File: src/design/hhct_pkg.sv
package hhct_pkg;

  localparam int SLOTS      = 32;
  localparam int COUNT_BITS = 32;
  localparam int KEY_BITS   = 64;
  localparam int SLOT_W     = $clog2(SLOTS);

  localparam int OUT_SLOT_BITS  = 5;
  localparam int OUT_COUNT_BITS = 32;

  typedef logic [KEY_BITS-1:0]   key_t;
  typedef logic [COUNT_BITS-1:0] count_t;
  typedef logic [SLOT_W-1:0]     slot_idx_t;

  // controller to datapath
  typedef struct packed {
    logic load;
    logic scan;
    logic commit;
    logic reject;
  } hhct_cmd_t;

  // datapath to controller
  typedef struct packed {
    logic elem_zero;
    logic scan_last;
  } hhct_status_t;

  // saturating increment of a slot count
  function automatic count_t count_inc(input count_t c);
    count_t r;
    r = (c == {COUNT_BITS{1'b1}}) ? c : c + count_t'(1);
    return r;
  endfunction

  // result count field saturates when the count is wider than the field
  function automatic logic [OUT_COUNT_BITS-1:0] count_out(input count_t c);
    logic [63:0] w;
    w = 64'(c);
    return (w > 64'(32'hFFFF_FFFF)) ? {OUT_COUNT_BITS{1'b1}} : w[OUT_COUNT_BITS-1:0];
  endfunction

  // result slot field carries the low bits of the slot index
  function automatic logic [OUT_SLOT_BITS-1:0] slot_out(input slot_idx_t s);
    logic [31:0] w;
    w = 32'(s);
    return w[OUT_SLOT_BITS-1:0];
  endfunction

endpackage

File: src/design/hhct_ctrl.sv
module hhct_ctrl import hhct_pkg::*; (
  input  logic         clk_i,
  input  logic         rst_ni,
  input  logic         start,
  output logic         busy,
  input  hhct_status_t status_i,
  output hhct_cmd_t    cmd_o
);

  localparam logic [1:0] ST_IDLE  = 2'd0;
  localparam logic [1:0] ST_SCAN  = 2'd1;
  localparam logic [1:0] ST_WRITE = 2'd2;

  logic [1:0] state_q, state_d;

  always_comb begin
    state_d = state_q;
    cmd_o   = '0;
    case (state_q)
      ST_IDLE: begin
        if (start) begin
          cmd_o.load = 1'b1;
          state_d    = ST_SCAN;
        end
      end
      ST_SCAN: begin
        if (status_i.elem_zero) begin
          cmd_o.reject = 1'b1;
          state_d      = ST_IDLE;
        end else begin
          cmd_o.scan = 1'b1;
          if (status_i.scan_last) begin
            state_d = ST_WRITE;
          end
        end
      end
      ST_WRITE: begin
        cmd_o.commit = 1'b1;
        state_d      = ST_IDLE;
      end
      default: begin
        state_d = ST_IDLE;
      end
    endcase
  end

  always_ff @(posedge clk_i or negedge rst_ni) begin
    if (!rst_ni) begin
      state_q <= ST_IDLE;
    end else begin
      state_q <= state_d;
    end
  end

  assign busy = (state_q != ST_IDLE);

`ifndef ASSERT_OFF
  // a write pass always follows a completed scan
  a_write_after_scan: assert property (@(posedge clk_i) disable iff (!rst_ni)
    state_q == ST_WRITE |-> $past(state_q) == ST_SCAN && $past(status_i.scan_last))
    else $error("write state entered without a finished scan");

  // only one command at a time
  a_cmd_onehot: assert property (@(posedge clk_i) disable iff (!rst_ni)
    $onehot0(cmd_o))
    else $error("more than one datapath command");
`endif

endmodule

File: config.mk
export PLATFORM = sky130hd
export DESIGN_NAME = hhct_ctrl
export DESIGN_NICKNAME = d
export VERILOG_FILES = /design/src/design/hhct_pkg.sv /design/src/design/hhct_ctrl.sv
export SDC_FILE = /design/constraint.sdc
export NUM_CORES = 1
export LEC_CHECK = 0
export BUFFER_PORTS_ARGS = -buffer_cell sky130_fd_sc_hd__buf_2
export CAP_MARGIN = 20
export CORE_AREA = 2 2 39 41
export CTS_BUF_LIST = sky130_fd_sc_hd__clkbuf_8
export DETAILED_ROUTE_END_ITERATION = 8
export DIE_AREA = 0 0 41 43
export HOLD_SLACK_MARGIN = 0.03
export PLACE_DENSITY = 0.39
export SETUP_SLACK_MARGIN = 0.15
export SLEW_MARGIN = 20
export SYNTH_ARGS = -nofsm -noshare
export SYNTH_HDL_FRONTEND = slang
export SYNTH_SLANG_ARGS = --single-unit
File: constraint.sdc
create_clock -name clk_i -period 2.7 [get_ports clk_i]
set_clock_uncertainty 0.05 [all_clocks]
set_input_delay 0.81 -clock clk_i [delete_from_list [all_inputs] [get_ports clk_i]]
set_output_delay 0.81 -clock clk_i [all_outputs]
set_load 0.1 [all_outputs]
Word level (Yosys, flattened, before mapping)
Cells that the tools add are included.
{ "classes": {"shift": 0, "n_div": 0, "n_lt_le_gt_ge": 0, "muxes": 11, "reduce_logical": 3, "n_eq_ne": 4, "n_mul": 0, "n_bitwise": 0, "addsub": 0} }
{ "ops": {"columns": ["operator", "n"], "rows": [
  ["$mux W1", 7],
  ["$mux W2", 3],
  ["$pmux W2 S2", 1],
  ["$ne A3 B3 Y1 const B", 1],
  ["$eq A2 B1 Y1 const B", 1],
  ["$eq A2 B2 Y1 const B", 1],
  ["$logic_not A2 Y1", 1],
  ["$ne A2 B2 Y1 const B", 1],
  ["$reduce_and A2 Y1", 1],
  ["$reduce_bool A2 Y1", 1]
]} }
{ "word_totals": {"rom_bits": 0, "word_cells": 19, "reg_bits": 2, "mem_bits_rw": 0, "mem_count": 0, "latch_bits": 0, "in_bits": 5, "out_inout_bits": 5} }

Logic depth before layout (Yosys ltp)
{ "logic_depth": {"word_depth": 3, "ltp_mapped": 3} }

Worst setup path after synthesis
Ideal clock, no wire load.
{ "synth_timing": {"path_type": "input to output", "startpoint": "in start", "endpoint": "out cmd_o[3] (netlist name)", "t_arrival_ps": 2111, "required_ps": 1840, "setup_slack_ps": -271, "n_path_buf": 0, "path_stages": 2, "path_cell_list": "inv_1 > nor2_1"} }
{ "synth_lines": {"columns": ["item", "line", "source"], "rows": [
  ["from (decl)", "hhct_ctrl.sv:4", "input logic start,"],
  ["to (decl)", "hhct_ctrl.sv:7", "output hhct_cmd_t cmd_o"]
]} }

==> out/results.ini <==
[place]
gp_congestion=0.540
port_buffers=9
place_area_um2=199

[timing]
fin_crit_ns=2.37
worst_pin_slew_ns=0.485
fin_setup_tns_ns=0
finalCritPeriodShare_pct=87.6
holdWs_ns=0.329
slew_violations=0
hold_viol=0
fmax_mhz=423
rsz0062_at_grt=no
setup_violations=0
slew_headroom_pct=67.9

[finish]
fin_area_um2=240
top_register=state_q
n_antenna_cell=0
area_growth_pct=79.4
drive_gt1_share_pct=79.2
final_common_cell=buf_2
reg_top3=state_q: 2 flops
largest_reg_flops=2
fill_cells=159
num-nets-final=31
most-common-layout-cells=9 x buf_2, 3 x clkbuf_8, 2 x inv_1, 2 x nor2_2, 2 x dfrtp_1

[synth]
yosys_warnings=0
synth_seq_cells=2
syn_inst=13
syn-num-nets=18
syn_area_per_cell_um2=10.3
synth_cell_types=9
syn_area_um2=134
yosysSeqAreaShare_pct=37.4

[critical_path]
reg2regPathDepth=2
cpPeakStageDelay_ns=0.42
cp_slowest_cell=buf_2
crit_path_frequent_cell=buf_2
crit_type=in2out
path_cells=buf_2 > inv_1 > nor2_2 > buf_2
critPathCaptureType=primary output
cp-start-kind=primary input
worst-path-max-fanout=4
cp.arrival_ns=1.51
crit_required_ns=1.84

[route]
vias=127
drt-total-wl_um=329
route.detailed.drc=0
ant_nets=0
via_per_inst=3.18
drt-pass1-iter-count=2
wl_per_cell_um=8.23
drt_iter0_drc=2

[clock_network]
cts.path.max_buffers=2
post-cts-setup-buffers=0
htreeDepth=1
cts_resized=0
clkSinkCount=2
cts_tree=done
holdBufCountCts=0
clock_latency_ns=0.21
cts_made_buffers=3
cts_root_buffer=clkbuf_8
clk_pin_slew_worst_paths_ns=0.03

[global_routing]
grt_max_degree=5
overflow=0
grt_pass1_vias=144
grt_pass1_wl_um=552
grt.total_usage_pct=5.52
antenna_found_initial=0

[die]
ioPinCount=10
die_w_um=41
start_util_pct=9.67
rows=14
die_h_um=43
coreArea_mm2=0.00138
die-area_mm2=0.00176

[power]
leakagePower_nw=0.122
finalPower_uw=240
p_per_area_mw_per_mm2=1000
peakVddDrop_mv=0.259

[worst_hold_path]
hold_path.class=in2async

[run_status]
status=finished clean

[job]
drv_cap=0

==> final timing paths <==
path	start	end	slack (ns)
hold reg to reg	state_q[1]$_DFFE_PN0P_	state_q[1]$_DFFE_PN0P_	0.55
setup / recovery	status_i[1]	cmd_o[0]	0.33
hold / removal	rst_ni	state_q[0]$_DFFE_PN0P_	0.33
max in group asynchronous	rst_ni	state_q[1]$_DFFE_PN0P_	2.18
setup reg to reg	state_q[0]$_DFFE_PN0P_	state_q[0]$_DFFE_PN0P_	1.76
min in group clk_i	state_q[1]$_DFFE_PN0P_	state_q[1]$_DFFE_PN0P_	0.55
==> synth_stat cells, drive strengths merged <==
library cell	number	area, um2
buf	1	7.51
o32ai	1	16.3
nor2	3	11.3
or2	1	8.76
nand2b	1	13.8
dfrtp	2	50.1
nor3b	1	12.5
nor2b	1	6.26
inv	2	7.51
==> cell type report <==
class | instances | area, um2 | share of cell area (%)
inverter | 2 | 7.51 | 3.13
clock buffer | 3 | 41.3 | 17.2
tap | 16 | 20.0 | 8.33
multi-input combinational | 8 | 76.3 | 31.8
sequential | 2 | 50.0 | 20.8
timing repair buffer | 9 | 45.0 | 18.8
==> routing by layer <==
| layer | wire length (um) | GRT usage, % | up-vias | share of wire (%) |
|---|---|---|---|---|
| li1 | - | - | 63 | - |
| met1 | 134 | 5.79 | 47 | 41 |
| met2 | 99 | 4.69 | 13 | 30 |
| met3 | 73 | 5.24 | 4 | 22 |
| met4 | 21 | 8.00 | 0 | 6.4 |
| met5 | 0 | 0 | - | 0 |
==> cells by family after synthesis <==
| kind of cell | after synthesis | synth area share [%] |
|---|---|---|
| AOI/OAI and AO/OA | 1 | 12.2 |
| buffers and inverters | 3 | 11.2 |
| DFF | 2 | 37.4 |
| and+or+nand+nor | 7 | 39.3 |
==> critical path: cells and delay by family <==
| kind | cells | cell delay [ns] |
|---|---|---|
| buffers and inverters | 3 | 0.61 |
| and+or+nand+nor | 1 | 0.09 |
==> power by group <==
group	switching [mW]	leakage, nW	internal [mW]
registers	0.00352	0.0260	0.0331
clock network	0.0230	0.0216	0.0942
logic	0.0693	0.0742	0.0174
total	0.0957	0.122	0.145
==> per-stage QoR <==
stage	utilization, %	instances	worst slack [ns]
6_report	17.4	40	0.334
3_3_place_gp	14.4	37	0.349
2_1_floorplan	-	13	0.182
4_1_cts	17.4	40	0.329
3_5_place_dp	14.4	37	0.329
5_1_grt	17.4	40	0.285
Note: power is estimated with default switching activity, not from simulation.
